<file path="config.mk">
export PLATFORM = sky130hd
export DESIGN_NAME = flag_escape_deframer_crc16_core_flat
export DESIGN_NICKNAME = d
export VERILOG_FILES = /design/src/hw/rtl/fed_pkg.sv /design/src/hw/rtl/fed_if.sv /design/src/hw/rtl/fed_dpath.sv /design/src/hw/rtl/fed_ctrl.sv /design/src/hw/rtl/flag_escape_deframer_crc16_core.sv /design/src/flat_wrapper.sv
export SDC_FILE = /design/constraint.sdc
export NUM_CORES = 1
export LEC_CHECK = 0
export BUFFER_PORTS_ARGS = -buffer_cell sky130_fd_sc_hd__buf_2
export CAP_MARGIN = 20
export CORE_MARGIN = 4
export CORE_UTILIZATION = 56
export DETAILED_ROUTE_END_ITERATION = 10
export PLACE_DENSITY = 0.75
export SLEW_MARGIN = 20
export SYNTH_ARGS = -nofsm -noshare
export SYNTH_HDL_FRONTEND = slang
export SYNTH_SLANG_ARGS = --single-unit
</file>
<file path="constraint.sdc">
create_clock -name i_clk -period 3.6 [get_ports i_clk]
set_input_delay 0.18 -clock i_clk [delete_from_list [all_inputs] [get_ports i_clk]]
set_output_delay 0.18 -clock i_clk [all_outputs]
set_load 0.005 [all_outputs]
</file>
<file path="src/hw/rtl/fed_pkg.sv">
// Shared types, codes and constants of the flag/escape deframer with CRC-16 check.
package fed_pkg;

    // Frame and escape characters on the serial line.
    localparam logic [7:0] FLAG_BYTE   = 8'h7e;
    localparam logic [7:0] ESC_BYTE    = 8'h7d;
    localparam logic [7:0] ESC_OF_ESC  = 8'h5d;
    localparam logic [7:0] ESC_OF_FLAG = 8'h5e;

    // Frame store depth and register defaults.
    localparam int unsigned MAX_FRAME_DEF = 64;
    localparam logic [6:0]  MIN_LEN_RST   = 7'd6;
    localparam logic [6:0]  MIN_LEN_FLOOR = 7'd3;

    // Result status codes.
    typedef enum logic [2:0] {
        ST_DATA = 3'd0,
        ST_CRC  = 3'd1,
        ST_FORM = 3'd2,
        ST_READ = 3'd3,
        ST_OVER = 3'd4
    } t_status;

    // Controller states.
    typedef enum logic [2:0] {
        S_IDLE,
        S_DECODE,
        S_CRC,
        S_CHK1,
        S_CHK2,
        S_REPLAY,
        S_EMIT
    } t_state;

    // What the decoded input transaction asks for.
    typedef enum logic [3:0] {
        A_READ_ERR,
        A_OVER,
        A_CHECK,
        A_DROP,
        A_IGNORE,
        A_FORM,
        A_ESC,
        A_FULL,
        A_STORE,
        A_STORE_CRC
    } t_action;

    // Frame store read address select.
    typedef enum logic [1:0] {
        RD_FILL1,
        RD_FILL2,
        RD_NEXT
    } t_rd_sel;

    // Commands from the controller to the datapath.
    typedef struct packed {
        logic    latch_in;
        logic    store;
        logic    ovf_set;
        logic    crc_upd;
        logic    esc_set;
        logic    esc_clr;
        logic    rcv_clr;
        logic    frame_clr;
        logic    hi_cap;
        logic    idx_clr;
        logic    idx_inc;
        logic    rd_en;
        t_rd_sel rd_sel;
        logic    out_load;
        t_status out_status;
    } t_dp_cmd;

    // Status from the datapath to the controller.
    typedef struct packed {
        logic failed;
        logic is_flag;
        logic is_esc;
        logic esc_ok;
        logic esc_pending;
        logic receiving;
        logic overflowed;
        logic full;
        logic ge2;
        logic long_enough;
        logic crc_match;
        logic idx_last;
        logic out_free;
    } t_dp_stat;

endpackage

</file>
<file path="src/hw/rtl/fed_if.sv">
// Valid/ready channel interfaces for received bytes and for results.
interface fed_in_if;
    logic       valid;
    logic       ready;
    logic [7:0] rx_byte;
    logic       read_failed;

    modport source (output valid, output rx_byte, output read_failed, input ready);
    modport sink   (input valid, input rx_byte, input read_failed, output ready);
endinterface

interface fed_out_if;
    logic       valid;
    logic       ready;
    logic [7:0] data_byte;
    logic [2:0] status;
    logic       last;

    modport source (output valid, output data_byte, output status, output last, input ready);
    modport sink   (input valid, input data_byte, input status, input last, output ready);
endinterface

</file>
<file path="src/hw/rtl/fed_dpath.sv">
// Datapath: input latch, frame store, CRC-16 register, replay index and output register.
module fed_dpath #(
    parameter int unsigned MAX_FRAME = fed_pkg::MAX_FRAME_DEF
) (
    input  logic              i_clk,
    input  logic              i_rst_n,
    input  logic              i_cfg_we,
    input  logic [6:0]        i_cfg_data,
    input  logic [7:0]        i_rx_byte,
    input  logic              i_read_failed,
    input  fed_pkg::t_dp_cmd  i_cmd,
    output fed_pkg::t_dp_stat o_stat,
    input  logic              i_out_ready,
    output logic              o_out_valid,
    output logic [7:0]        o_data_byte,
    output logic [2:0]        o_status,
    output logic              o_last
);
    localparam int unsigned AW = $clog2(MAX_FRAME);
    localparam logic [AW:0] FILL_MAX = (AW + 1)'(MAX_FRAME);

    // Byte-wise CRC-16/CCITT update.
    function automatic logic [15:0] crc_step(input logic [15:0] crc, input logic [7:0] b);
        logic [15:0] c;
        c = {crc[7:0], crc[15:8]};
        c = c ^ {8'h00, b};
        c = c ^ {12'h000, c[7:4]};
        c = c ^ {c[3:0], 12'h000};
        c = c ^ {3'b000, c[7:0], 5'b00000};
        return c;
    endfunction

    logic [6:0]    r_min_len;
    logic [7:0]    r_in_byte;
    logic          r_in_failed;
    logic [AW:0]   r_fill;
    logic          r_receiving;
    logic          r_esc;
    logic          r_ovf;
    logic [15:0]   r_crc;
    logic [7:0]    r_hi;
    logic [AW-1:0] r_idx;
    logic [7:0]    r_rd_data;
    logic [7:0]    r_mem [MAX_FRAME];
    logic          r_out_valid;
    logic [7:0]    r_out_data;
    logic [2:0]    r_out_status;
    logic          r_out_last;

    logic [7:0]    store_byte;
    logic [AW-1:0] rd_addr;
    logic [AW-1:0] n_idx;
    logic [6:0]    need;
    logic          out_free;

    // Escaped bytes map back to the flag or escape character.
    always_comb begin
        if (r_esc) begin
            store_byte = (r_in_byte == fed_pkg::ESC_OF_ESC) ? fed_pkg::ESC_BYTE
                                                            : fed_pkg::FLAG_BYTE;
        end else begin
            store_byte = r_in_byte;
        end
    end

    // Replay index and read address selection.
    always_comb begin
        if (i_cmd.idx_clr) begin
            n_idx = '0;
        end else if (i_cmd.idx_inc) begin
            n_idx = r_idx + AW'(1);
        end else begin
            n_idx = r_idx;
        end
    end

    always_comb begin
        case (i_cmd.rd_sel)
            fed_pkg::RD_FILL1: rd_addr = AW'(r_fill - (AW + 1)'(1));
            fed_pkg::RD_FILL2: rd_addr = AW'(r_fill - (AW + 1)'(2));
            default:           rd_addr = n_idx;
        endcase
    end

    assign need     = (r_min_len < fed_pkg::MIN_LEN_FLOOR) ? fed_pkg::MIN_LEN_FLOOR : r_min_len;
    assign out_free = !r_out_valid || i_out_ready;

    // Status toward the controller.
    always_comb begin
        o_stat.failed      = r_in_failed;
        o_stat.is_flag     = (r_in_byte == fed_pkg::FLAG_BYTE);
        o_stat.is_esc      = (r_in_byte == fed_pkg::ESC_BYTE);
        o_stat.esc_ok      = (r_in_byte == fed_pkg::ESC_OF_ESC) ||
                             (r_in_byte == fed_pkg::ESC_OF_FLAG);
        o_stat.esc_pending = r_esc;
        o_stat.receiving   = r_receiving;
        o_stat.overflowed  = r_ovf;
        o_stat.full        = (r_fill >= FILL_MAX);
        o_stat.ge2         = (r_fill >= (AW + 1)'(2));
        o_stat.long_enough = (7'(r_fill) >= need);
        o_stat.crc_match   = ({r_hi, r_rd_data} == r_crc);
        o_stat.idx_last    = (({1'b0, r_idx} + (AW + 1)'(1)) == r_fill);
        o_stat.out_free    = out_free;
    end

    // Configuration register.
    always_ff @(posedge i_clk) begin
        if (!i_rst_n) begin
            r_min_len <= fed_pkg::MIN_LEN_RST;
        end else if (i_cfg_we) begin
            r_min_len <= i_cfg_data;
        end
    end

    // Input transaction latch.
    always_ff @(posedge i_clk) begin
        if (i_cmd.latch_in) begin
            r_in_byte   <= i_rx_byte;
            r_in_failed <= i_read_failed;
        end
    end

    // Frame state: fill count, flags and running CRC.
    always_ff @(posedge i_clk) begin
        if (!i_rst_n) begin
            r_fill      <= '0;
            r_receiving <= 1'b1;
            r_esc       <= 1'b0;
            r_ovf       <= 1'b0;
            r_crc       <= '0;
        end else begin
            if (i_cmd.frame_clr) begin
                r_fill      <= '0;
                r_ovf       <= 1'b0;
                r_crc       <= '0;
                r_receiving <= 1'b1;
            end else begin
                if (i_cmd.store) begin
                    r_fill <= r_fill + (AW + 1)'(1);
                end
                if (i_cmd.ovf_set) begin
                    r_ovf <= 1'b1;
                end
                if (i_cmd.crc_upd) begin
                    r_crc <= crc_step(r_crc, r_rd_data);
                end
                if (i_cmd.rcv_clr) begin
                    r_receiving <= 1'b0;
                end
            end
            if (i_cmd.esc_set) begin
                r_esc <= 1'b1;
            end else if (i_cmd.esc_clr) begin
                r_esc <= 1'b0;
            end
        end
    end

    // Frame store: one write port, one registered read port.
    always_ff @(posedge i_clk) begin
        if (i_cmd.store) begin
            r_mem[r_fill[AW-1:0]] <= store_byte;
        end
        if (i_cmd.rd_en) begin
            r_rd_data <= r_mem[rd_addr];
        end
    end

    // CRC high byte capture and replay index.
    always_ff @(posedge i_clk) begin
        if (i_cmd.hi_cap) begin
            r_hi <= r_rd_data;
        end
        r_idx <= n_idx;
    end

    // Output register: holds one result until the receiver takes it.
    always_ff @(posedge i_clk) begin
        if (!i_rst_n) begin
            r_out_valid <= 1'b0;
        end else if (i_cmd.out_load) begin
            r_out_valid <= 1'b1;
        end else if (i_out_ready) begin
            r_out_valid <= 1'b0;
        end
    end

    always_ff @(posedge i_clk) begin
        if (i_cmd.out_load) begin
            r_out_status <= i_cmd.out_status;
            if (i_cmd.out_status == fed_pkg::ST_DATA) begin
                r_out_data <= r_rd_data;
                r_out_last <= o_stat.idx_last;
            end else begin
                r_out_data <= 8'h00;
                r_out_last <= 1'b1;
            end
        end
    end

    assign o_out_valid = r_out_valid;
    assign o_data_byte = r_out_data;
    assign o_status    = r_out_status;
    assign o_last      = r_out_last;

endmodule

</file>
<file path="src/hw/rtl/fed_ctrl.sv">
// Controller: decodes each input transaction and sequences store, check and replay.
module fed_ctrl (
    input  logic              i_clk,
    input  logic              i_rst_n,
    input  logic              i_in_valid,
    output logic              o_in_ready,
    input  fed_pkg::t_dp_stat i_stat,
    output fed_pkg::t_dp_cmd  o_cmd
);
    fed_pkg::t_state  r_state;
    fed_pkg::t_state  n_state;
    fed_pkg::t_status r_emit;
    fed_pkg::t_status n_emit;
    fed_pkg::t_action action;

    // Classify the latched input byte against the frame state.
    always_comb begin
        if (i_stat.failed) begin
            action = fed_pkg::A_READ_ERR;
        end else if (i_stat.is_flag) begin
            if (i_stat.overflowed) begin
                action = fed_pkg::A_OVER;
            end else if (i_stat.long_enough) begin
                action = fed_pkg::A_CHECK;
            end else begin
                action = fed_pkg::A_DROP;
            end
        end else if (!i_stat.receiving) begin
            action = fed_pkg::A_IGNORE;
        end else if (i_stat.esc_pending && !i_stat.esc_ok) begin
            action = fed_pkg::A_FORM;
        end else if (!i_stat.esc_pending && i_stat.is_esc) begin
            action = fed_pkg::A_ESC;
        end else if (i_stat.full) begin
            action = fed_pkg::A_FULL;
        end else if (i_stat.ge2) begin
            action = fed_pkg::A_STORE_CRC;
        end else begin
            action = fed_pkg::A_STORE;
        end
    end

    // Next state.
    always_comb begin
        n_state = r_state;
        unique case (r_state)
            fed_pkg::S_IDLE: begin
                if (i_in_valid) begin
                    n_state = fed_pkg::S_DECODE;
                end
            end
            fed_pkg::S_DECODE: begin
                unique case (action)
                    fed_pkg::A_READ_ERR, fed_pkg::A_OVER, fed_pkg::A_FORM:
                        n_state = fed_pkg::S_EMIT;
                    fed_pkg::A_CHECK:     n_state = fed_pkg::S_CHK1;
                    fed_pkg::A_STORE_CRC: n_state = fed_pkg::S_CRC;
                    default:              n_state = fed_pkg::S_IDLE;
                endcase
            end
            fed_pkg::S_CRC:  n_state = fed_pkg::S_IDLE;
            fed_pkg::S_CHK1: n_state = fed_pkg::S_CHK2;
            fed_pkg::S_CHK2: begin
                n_state = i_stat.crc_match ? fed_pkg::S_REPLAY : fed_pkg::S_EMIT;
            end
            fed_pkg::S_REPLAY: begin
                if (i_stat.out_free && i_stat.idx_last) begin
                    n_state = fed_pkg::S_IDLE;
                end
            end
            fed_pkg::S_EMIT: begin
                if (i_stat.out_free) begin
                    n_state = fed_pkg::S_IDLE;
                end
            end
            default: n_state = fed_pkg::S_IDLE;
        endcase
    end

    // Status code held for a single-result transaction.
    always_comb begin
        n_emit = r_emit;
        if (r_state == fed_pkg::S_DECODE) begin
            case (action)
                fed_pkg::A_READ_ERR: n_emit = fed_pkg::ST_READ;
                fed_pkg::A_OVER:     n_emit = fed_pkg::ST_OVER;
                fed_pkg::A_FORM:     n_emit = fed_pkg::ST_FORM;
                default:             n_emit = r_emit;
            endcase
        end else if (r_state == fed_pkg::S_CHK2) begin
            n_emit = fed_pkg::ST_CRC;
        end
    end

    // Datapath commands.
    always_comb begin
        o_cmd            = '0;
        o_cmd.rd_sel     = fed_pkg::RD_NEXT;
        o_cmd.out_status = fed_pkg::ST_DATA;
        o_in_ready       = 1'b0;
        unique case (r_state)
            fed_pkg::S_IDLE: begin
                // No transaction is taken while reset is held.
                o_in_ready     = i_rst_n;
                o_cmd.latch_in = i_in_valid;
            end
            fed_pkg::S_DECODE: begin
                unique case (action)
                    fed_pkg::A_READ_ERR: begin
                        o_cmd.rcv_clr = 1'b1;
                        o_cmd.esc_clr = 1'b1;
                    end
                    fed_pkg::A_OVER, fed_pkg::A_DROP: begin
                        o_cmd.frame_clr = 1'b1;
                    end
                    fed_pkg::A_CHECK: begin
                        o_cmd.rd_en  = 1'b1;
                        o_cmd.rd_sel = fed_pkg::RD_FILL1;
                    end
                    fed_pkg::A_FORM: begin
                        o_cmd.rcv_clr = 1'b1;
                        o_cmd.esc_clr = 1'b1;
                    end
                    fed_pkg::A_ESC: begin
                        o_cmd.esc_set = 1'b1;
                    end
                    fed_pkg::A_FULL: begin
                        o_cmd.ovf_set = 1'b1;
                        o_cmd.esc_clr = 1'b1;
                    end
                    fed_pkg::A_STORE: begin
                        o_cmd.store   = 1'b1;
                        o_cmd.esc_clr = 1'b1;
                    end
                    fed_pkg::A_STORE_CRC: begin
                        o_cmd.store   = 1'b1;
                        o_cmd.esc_clr = 1'b1;
                        o_cmd.rd_en   = 1'b1;
                        o_cmd.rd_sel  = fed_pkg::RD_FILL2;
                    end
                    default: begin
                    end
                endcase
            end
            fed_pkg::S_CRC: begin
                o_cmd.crc_upd = 1'b1;
            end
            fed_pkg::S_CHK1: begin
                o_cmd.hi_cap = 1'b1;
                o_cmd.rd_en  = 1'b1;
                o_cmd.rd_sel = fed_pkg::RD_FILL2;
            end
            fed_pkg::S_CHK2: begin
                if (i_stat.crc_match) begin
                    o_cmd.idx_clr = 1'b1;
                    o_cmd.rd_en   = 1'b1;
                end else begin
                    o_cmd.frame_clr = 1'b1;
                end
            end
            fed_pkg::S_REPLAY: begin
                if (i_stat.out_free) begin
                    o_cmd.out_load = 1'b1;
                    if (i_stat.idx_last) begin
                        o_cmd.frame_clr = 1'b1;
                    end else begin
                        o_cmd.idx_inc = 1'b1;
                        o_cmd.rd_en   = 1'b1;
                    end
                end
            end
            fed_pkg::S_EMIT: begin
                o_cmd.out_load   = i_stat.out_free;
                o_cmd.out_status = r_emit;
            end
            default: begin
            end
        endcase
    end

    // State registers.
    always_ff @(posedge i_clk) begin
        if (!i_rst_n) begin
            r_state <= fed_pkg::S_IDLE;
            r_emit  <= fed_pkg::ST_DATA;
        end else begin
            r_state <= n_state;
            r_emit  <= n_emit;
        end
    end

endmodule

</file>
<file path="src/hw/rtl/flag_escape_deframer_crc16_core.sv">
// Top level of the byte-unstuffing deframer with CRC-16/CCITT frame check.
//
// Received bytes enter on i_in, one transaction per byte, with read_failed set
// when the serial read went wrong. 0x7e is the frame flag and 0x7d starts an
// escape. Results leave on o_out: frame bytes with status 0 and last on the
// final byte, or one status transaction (CRC, escape, read or overflow error).
// i_cfg_we/i_cfg_data write min_frame_len, the fewest bytes a frame needs (at least 3).
//
// A data byte is accepted and then decoded; once two bytes are stored, a CRC
// state follows, since the CRC is folded in from a frame store read made in the
// decode state. A flag that checks a frame reads the two CRC bytes and the first
// frame byte in the decode, CHK1 and CHK2 states, then replays one byte per cycle
// from the store's read port while the output register is free. A read, escape
// or overflow error goes from the decode state to the emit state; a CRC error
// passes CHK1 and CHK2 first. Bytes are taken one at a time.
// Results sit in an output register; when the receiver stalls, replay and
// error results wait, and no new byte is accepted until the work is done.
// Reset empties the frame, enables reception, clears the escape state and
// sets min_frame_len to 6; i_in is not ready while reset is held. The frame
// store needs no clearing pass.
module flag_escape_deframer_crc16_core #(
    parameter int unsigned MAX_FRAME = fed_pkg::MAX_FRAME_DEF
) (
    input  logic        i_clk,
    input  logic        i_rst_n,
    input  logic        i_cfg_we,
    input  logic [6:0]  i_cfg_data,
    fed_in_if.sink      i_in,
    fed_out_if.source   o_out
);
    fed_pkg::t_dp_cmd  cmd;
    fed_pkg::t_dp_stat stat;
    logic              in_ready;

    assign i_in.ready = in_ready;

    // Control state machine.
    fed_ctrl u_ctrl (
        .i_clk      (i_clk),
        .i_rst_n    (i_rst_n),
        .i_in_valid (i_in.valid),
        .o_in_ready (in_ready),
        .i_stat     (stat),
        .o_cmd      (cmd)
    );

    // Storage, CRC and output register.
    fed_dpath #(
        .MAX_FRAME (MAX_FRAME)
    ) u_dpath (
        .i_clk         (i_clk),
        .i_rst_n       (i_rst_n),
        .i_cfg_we      (i_cfg_we),
        .i_cfg_data    (i_cfg_data),
        .i_rx_byte     (i_in.rx_byte),
        .i_read_failed (i_in.read_failed),
        .i_cmd         (cmd),
        .o_stat        (stat),
        .i_out_ready   (o_out.ready),
        .o_out_valid   (o_out.valid),
        .o_data_byte   (o_out.data_byte),
        .o_status      (o_out.status),
        .o_last        (o_out.last)
    );

    // A byte is never written past the end of the frame store.
    a_no_store_when_full: assert property (@(posedge i_clk) disable iff (!i_rst_n)
        cmd.store |-> !stat.full)
        else $error("store issued with a full frame store");

    // The output register is loaded only when its previous result has gone.
    a_load_when_free: assert property (@(posedge i_clk) disable iff (!i_rst_n)
        cmd.out_load |-> (!o_out.valid || o_out.ready))
        else $error("output register overwritten");

    // The block is not ready in the cycle after it accepts a transaction.
    a_busy_after_accept: assert property (@(posedge i_clk) disable iff (!i_rst_n)
        (i_in.valid && i_in.ready) |=> !i_in.ready)
        else $error("input accepted while previous byte in progress");

    // Replay starts only after a matching CRC.
    a_replay_on_match: assert property (@(posedge i_clk) disable iff (!i_rst_n)
        cmd.idx_clr |-> stat.crc_match)
        else $error("replay started without a CRC match");

endmodule

</file>
<file path="src/flat_wrapper.sv">
// flat-port wrapper written by rule: the top's interface ports become plain ports
module flag_escape_deframer_crc16_core_flat 
#(
    parameter int unsigned MAX_FRAME = fed_pkg::MAX_FRAME_DEF
)
  (i_clk, i_rst_n, i_cfg_we, i_cfg_data, i_in_valid, i_in_rx_byte, i_in_read_failed, i_in_ready, o_out_valid, o_out_data_byte, o_out_status, o_out_last, o_out_ready);
  fed_in_if i_in_i ();
  fed_out_if o_out_i ();
  input  logic i_clk;
  input  logic i_rst_n;
  input  logic i_cfg_we;
  input  logic [6:0] i_cfg_data;
  input wire logic [$bits(i_in_i.valid)-1:0] i_in_valid;
  input wire logic [$bits(i_in_i.rx_byte)-1:0] i_in_rx_byte;
  input wire logic [$bits(i_in_i.read_failed)-1:0] i_in_read_failed;
  output wire logic [$bits(i_in_i.ready)-1:0] i_in_ready;
  output wire logic [$bits(o_out_i.valid)-1:0] o_out_valid;
  output wire logic [$bits(o_out_i.data_byte)-1:0] o_out_data_byte;
  output wire logic [$bits(o_out_i.status)-1:0] o_out_status;
  output wire logic [$bits(o_out_i.last)-1:0] o_out_last;
  input wire logic [$bits(o_out_i.ready)-1:0] o_out_ready;
  assign i_in_i.valid = i_in_valid;
  assign i_in_i.rx_byte = i_in_rx_byte;
  assign i_in_i.read_failed = i_in_read_failed;
  assign i_in_ready = i_in_i.ready;
  assign o_out_valid = o_out_i.valid;
  assign o_out_data_byte = o_out_i.data_byte;
  assign o_out_status = o_out_i.status;
  assign o_out_last = o_out_i.last;
  assign o_out_i.ready = o_out_ready;
  flag_escape_deframer_crc16_core #(.MAX_FRAME(MAX_FRAME)) u_core (.i_clk(i_clk), .i_rst_n(i_rst_n), .i_cfg_we(i_cfg_we), .i_cfg_data(i_cfg_data), .i_in(i_in_i), .o_out(o_out_i));
endmodule
</file>
# Yosys cells after proc, flatten, opt, wreduce, memory -nomap -nowiden
# Memories as Yosys holds them, arrays and structs flattened. A register that Yosys moved wholly into a read port is not among the register bits.
# Cells that the tools add are included.
# op_classes
n_reduce_logical	23
muxes	57
magnitude_cmp	4
bitwise_logic	5
n_eq_ne	25
n_addsub	5
# op_table
operator	n
$eq A8 B7 Y1 const B	4
$mux W1	25
$mux W4	6
$mux W3	7
$pmux W3 S3	2
$pmux W3 S6	1
$eq A16 B16 Y1	1
$xor A16 B13 Y16	1
$xor A16 B16 Y16	1
$xor A16 B4 Y16	1
$xor A16 B8 Y16	1
$eq A4 B3 Y1 const B	3
$mux W2	6
$mux W6	2
$pmux W6 S2	1
$eq A3 B3 Y1 const B	3
$eq A4 B2 Y1 const B	2
$eq A4 B4 Y1 const B	2
$mux W8	1
$reduce_or A2 Y1	4
$add A6 B1 Y7 const B	1
$add A7 B1 Y7 const B	1
$eq A7 B7 Y1	1
$ge A7 B2 Y1 const B	1
other kinds (30)	41
# totals
word_cells	136
output_inout_bits	14
in_bits	21
ram_bits	512
memories	1
regBits	75
# memory_table
memory	words	width	rd	rd_ports_with_merged_regs	wr	line_no	text
u_core.u_dpath.r_mem	64	8	1	1	1	fed_dpath.sv:44	logic [7:0] r_mem [MAX_FRAME];

# Longest topological paths before layout
# logic_depth
ltp_word	14
ltp_mapped	19

# Cells and area by module
# From an unflattened synthesis, not the netlist that was laid out.
# unflattened
cells_unflattened	1734
area_unflattened_um2	25111.6
# by_module_without_submodules
mod	n_inst	cells_per_inst	area_per_inst_um2
fed_dpath	1	1624	24360.9
fed_ctrl	1	110	750.7

# Worst setup path before layout
# OpenSTA, ideal clock, no wires.
# synth_timing
path_kind	reg2reg
start	register u_core.u_dpath.r_esc
end	memory u_core.u_dpath.r_mem[0][0] (data pin)
setup_time_ps	702
n_path_buf	1
arrival_time_ps	3073
path_stages_with_launch	3
period_less_slack_ps	3775
path_slack_ps	-175
path_cell_list	dfxtp_1 clkbuf_1 o21ai_0
# synth_between
elab_chain_cells	1
# synth_lines
item	line_no	text
start, declared	fed_dpath.sv:38	logic r_esc;
start signal, assigned	fed_dpath.sv:128	r_esc <= 1'b0;
start signal, assigned	fed_dpath.sv:152	r_esc <= 1'b1;
start signal, assigned	fed_dpath.sv:154	r_esc <= 1'b0;
$mux W8	fed_dpath.sv:58	if (r_esc) begin
via u_core.u_dpath.store_byte[0]	fed_dpath.sv:50	logic [7:0] store_byte;
end, declared	fed_dpath.sv:44	
# The timed path passes the listed nets, and every way through them passes these cells.

# Worst setup path after layout
# layout_timing
start	register u_core.u_dpath.r_min_len[3]
end	register u_core.u_dpath.r_rd_data[2] (read register of u_core.u_dpath.r_mem) (data pin)
# layout_between
elab_chain_cells	12
# layout_lines
item	line_no	text
start, declared	fed_dpath.sv:33	logic [6:0] r_min_len;
start signal, assigned	fed_dpath.sv:109	r_min_len <= fed_pkg::MIN_LEN_RST;
start signal, assigned	fed_dpath.sv:111	r_min_len <= i_cfg_data;
$lt A7 B2 Y1	fed_dpath.sv:85	assign need = (r_min_len < fed_pkg::MIN_LEN_FLOOR) ? fed_pkg::MIN_LEN_FLOOR : r_min_len;
$mux W7 (*)	fed_dpath.sv:85	
$ge A7 B7 Y1 (*)	fed_dpath.sv:100	o_stat.long_enough = (7'(r_fill) >= need);
$mux W1 (*)	fed_ctrl.sv:23	end else if (i_stat.long_enough) begin
$mux W2 (*)	fed_ctrl.sv:21	if (i_stat.overflowed) begin
$mux W4 (*)	fed_ctrl.sv:20	end else if (i_stat.is_flag) begin
$mux W4 (*)	fed_ctrl.sv:18	if (i_stat.failed) begin
$eq A4 B4 Y1 or $eq A4 B2 Y1 (tied branches)	fed_ctrl.sv:108	unique case (action)
$pmux W3 S2 (*)	fed_ctrl.sv:108	
$pmux W2 S2	fed_ctrl.sv:101	unique case (r_state)
$eq A2 B1 Y1 or $logic_not A2 Y1 (tied branches)	fed_dpath.sv:78	case (i_cmd.rd_sel)
$pmux W6 S2	fed_dpath.sv:78	
end, declared	fed_dpath.sv:43	logic [7:0] r_rd_data;
# Every way passes the cells marked *; elsewhere a longest branch is shown, timed or not.
# A chain may end at the register's enable or synchronous reset.

==> flow_summary_export.csv <==
group,metric,value,unit
logic_synthesis,yosysWarnings,0,
worst_setup_path,r2r_cells,19,
global_routing,grt_pass1_vias,17698,
route,wire_per_inst,25.1,microns
route,drt_iter0_drc,2504,
floorplan,die_w,219,microns
timing,rsz0062_at_grt,"true",
clock_tree,path_clk_slew,70,ps
timing,tightest_slew,1130,ps
logic_synthesis,yosys.area.top_type,"edfxtp_1",
cells_and_area,layout.cells.non_filler,2894,
cells_and_area,nets,2292,
worst_setup_path,crit_arrival,4310,ps
min_path,hold_start,"i_in_valid",
timing,fmax,253,MHz
power,seq_power_share,0.353,
clock_tree,clock_sinks,595,
placed_design,port-buffer-count,34,
floorplan,rows,77,
global_routing,antenna_found_initial,0,
logic_synthesis,synth.ff_latch_count,595,
logic_synthesis,ys_types,77,
logic_synthesis,yosysMostFrequentCell,"edfxtp_1",
logic_synthesis,synth_edf_count,549,
global_routing,grt_pass1_wl,108000,microns
worst_setup_path,cp-end-kind,"flop",
cells_and_area,n_antenna_cell,0,
global_routing,grt_usage,0.297,
logic_synthesis,synth.top_cell.area_share,0.660,
power,p_int,15100,uW
route,ant_nets,0,
logic_synthesis,yosys-top-cells-area,"edfxtp_1 (66%), nand2_1 (5.4%), dfxtp_1 (3.7%)",
power,max-vdd-ir-drop,0.000501,V
route,wirelength,72700,microns
global_routing,gr-total-overflow,0,
floorplan,die_h,219,microns
worst_setup_path,start_kind,"flop",
route,num_vias,18221,
timing,timing.slew.headroom,0.246,
placed_design,place_inst,2692,
timing,hold_viol,0,
logic_synthesis,synth_cells,1906,
logic_synthesis,ys_seq_area_frac,0.696,
floorplan,io_pins,35,
worst_setup_path,r2r_slack,-350,ps
min_path,min_to,"u_core.u_ctrl.r_state[0]$_SDFFE_PN0P_",
clock_tree,clkLatencyLatePin,630,ps
worst_setup_path,critical_path_class,"reg2reg",
timing,fin_ws,-345,ps
power,p_clk_frac,0.267,
timing,finalClockSkew,35.5,ps
min_path,holdPathStages,5,
power,power.density,706,nW/um^2
logic_synthesis,async_flop_share,0,
placed_design,gp_congestion,0.941,
power,power.net_switching,7390,uW
logic_synthesis,ys.flop_type,"edfxtp_1",
logic_synthesis,synth_commonest_cells,"edfxtp_1 (549), nand2_1 (359), nand3_1 (118)",
status,status,"finished, violations left",
worst_setup_path,reg2reg_to,"u_core.u_dpath.r_rd_data[2]$_DFFE_PP_",
floorplan,core,44100,sq um
flow_run,maxCapViolCount,0,
clock_tree,cts-root-buf,"clkbuf_16",
route,drc,0,
floorplan,die_area,48100,sq um
power,power_leakage,0.0114,uW
worst_setup_path,crit_fanout,15,
logic_synthesis,netlist_area,25000,sq um
min_path,hold_class,"in2reg",
placed_design,post-place-ws,-542,ps
route,first_pass_iters,6,
logic_synthesis,avgSynthCellArea,13.1,sq um
power,power_frac_comb,0.381,
clock_tree,cts_buffer_depth,3,
power,sw_frac_of_total,0.328,
timing,setup_viol,8,
status,violations,"negative setup slack",
route,via_per_inst,6.30,
cells_and_area,post-route-util,0.723,
placed_design,dp_hpwl,43400,microns
timing,min_period,3950,ps
cells_and_area,layout-drive-gt1-share,0.281,
logic_synthesis,syn_nets,1943,
timing,drv_slew,0,
global_routing,grt_start_max_net_pins,65,
timing,min_period_over_period,1.10,
clock_tree,htreeDepth,2,
cells_and_area,area_delta_synth_final,27.7,%
timing,whs,234,ps
floorplan,initial_utilization,0.566,
clock_tree,cts_buffers,58,
clock_tree,cts_tree,"yes",
worst_setup_path,reg2reg_from,"u_core.u_dpath.r_min_len[3]$_SDFFE_PN0P_",
worst_setup_path,worst-endpoint-required,3960,ps
logic make-up (layout without fill, tap and decap cells):
logic type / after synthesis / after routing / synth area share
muxes: 87 / 87 / 0.0352
xor gates and xnor gates: 55 / 55 / 0.0193
AOI/OAI and AO/OA: 308 / 311 / 0.0893
adders and majority gates: 16 / 16 / 0.00801
DFF: 595 / 595 / 0.696
and+or+nand+nor: 715 / 715 / 0.128
buffers and inverters: 130 / 523 / 0.0242
metrics by stage:
step	power, uW	TNS [ps]	cell area [sq um]
2_1_floorplan	11800	0	25000
5_1_grt	23300	-3100	31900
3_3_place_gp	14200	-3650	27800
6_report	22500	-2480	31900
4_1_cts	22000	-1030	31500
3_5_place_dp	14300	-3810	27800
power by group through the flow:
stage / logic [uW] / registers (uW) / clock network (uW)
finish: 8570 / 7950 / 6000
global route: 8980 / 7950 / 6360
CTS: 7990 / 7940 / 6040
detailed placement: 6250 / 8080 / 0
global placement: 6120 / 8070 / 0
floorplan: 3720 / 8060 / 0
worst max path at each step:
stage | start | end | slack (ps) | depth (start not counted)
3_3_place_gp | u_core.u_dpath.r_min_len[4]$_SDFFE_PN0P_ | u_core.u_dpath.r_rd_data[0]$_DFFE_PP_ | -550 | 17
6_report | u_core.u_dpath.r_min_len[3]$_SDFFE_PN0P_ | u_core.u_dpath.r_rd_data[2]$_DFFE_PP_ | -350 | 19
5_1_grt | u_core.u_dpath.r_min_len[5]$_SDFFE_PN0P_ | u_core.u_dpath.r_rd_data[3]$_DFFE_PP_ | -480 | 18
2_1_floorplan | u_core.u_dpath.r_idx[0]$_DFF_P_ | u_core.u_dpath.r_rd_data[0]$_DFFE_PP_ | 30 | 14
4_1_cts | u_core.u_dpath.r_min_len[5]$_SDFFE_PN0P_ | u_core.u_dpath.r_rd_data[2]$_DFFE_PP_ | -170 | 17
3_5_place_dp | u_core.u_dpath.r_min_len[5]$_SDFFE_PN0P_ | u_core.u_dpath.r_rd_data[4]$_DFFE_PP_ | -540 | 17
registers in the layout, indices dropped and copies added, names as in the netlist, 6 cells and up:
name                        count
u_core.u_dpath.o_data_byte      8
u_core.u_dpath.r_idx            6
u_core.u_dpath.r_rd_data        8
u_core.u_dpath.r_fill           7
u_core.u_dpath.r_hi             8
u_core.u_dpath.r_crc           16
u_core.u_dpath.r_min_len        7
u_core.u_dpath.r_in_byte        8
u_core.u_dpath.r_mem          512
placed cells by master (no fill, tap or decap), types with 8 or more instances in the layout:
master           n
dfxtp_2          8
a311oi_2        13
clkinv_2        18
a211oi_2         9
a22oi_2         11
dfxtp_1         37
buf_12          35
a21oi_1         69
nor2b_1         11
a32oi_1         28
buf_6           14
mux2i_1         66
dlygate4sd3_1   32
nand3_1        112
nand2_1        347
nand2_2         10
a22oi_1         15
edfxtp_1       549
clkbuf_16       60
nor2_1         103
o21ai_0         17
buf_4          261
ha_1            11
clkbuf_1         8
a21oi_2         11
and3_1          11
a2111oi_2       10
xnor2_1         18
nand4_1         27
a31oi_1         11
clkinv_1        12
buf_2           35
inv_1           20
a221oi_2         9
xor2_1          36
nor3_1          11
and2_1          14
o21a_1          11
cell type report:
type / count / area (sq um)
Clock buffer: 69 / 1530
Clock inverter: 38 / 337
Fill cell: 2735 / 12200
Inverter: 25 / 93.8
Multi-Input combinational cell: 1184 / 8130
Sequential cell: 595 / 17400
Tap cell: 592 / 741
Timing Repair Buffer: 391 / 3660
layer usage:
metal / up-vias / track usage / share of wire
li1: 7891 / - / -
met1: 8869 / 0.401 / 0.37
met2: 1232 / 0.474 / 0.47
met3: 229 / 0.0529 / 0.11
met4: 0 / 0.137 / 0.051
met5: - / 0 / 0
worst max-delay path: stages (launching register included):
cell and delay [ps]:
dfxtp_2 340, inv_2 50, nand4_1 120, nor2_2 60
or2_4 240, ha_4 220, nor2b_4 110, o21ai_2 80
a31oi_4 280, nor3_4 80, o31ai_4 400, a211o_4 280
buf_12 140, buf_12 160, buf_12 170, mux2i_1 310
a22oi_1 190, a22oi_1 180, and3_4 210, a211oi_2 30
timing repair:
action	CTS	global route
setup buffers	37	18
pin swaps	61	41
hold buffers	32	0
gates resized for setup	173	75
gates cloned	15	1
setup endpoints to repair	8	8
hold endpoints to repair	24	0
Power figures use the tool's default switching activity.
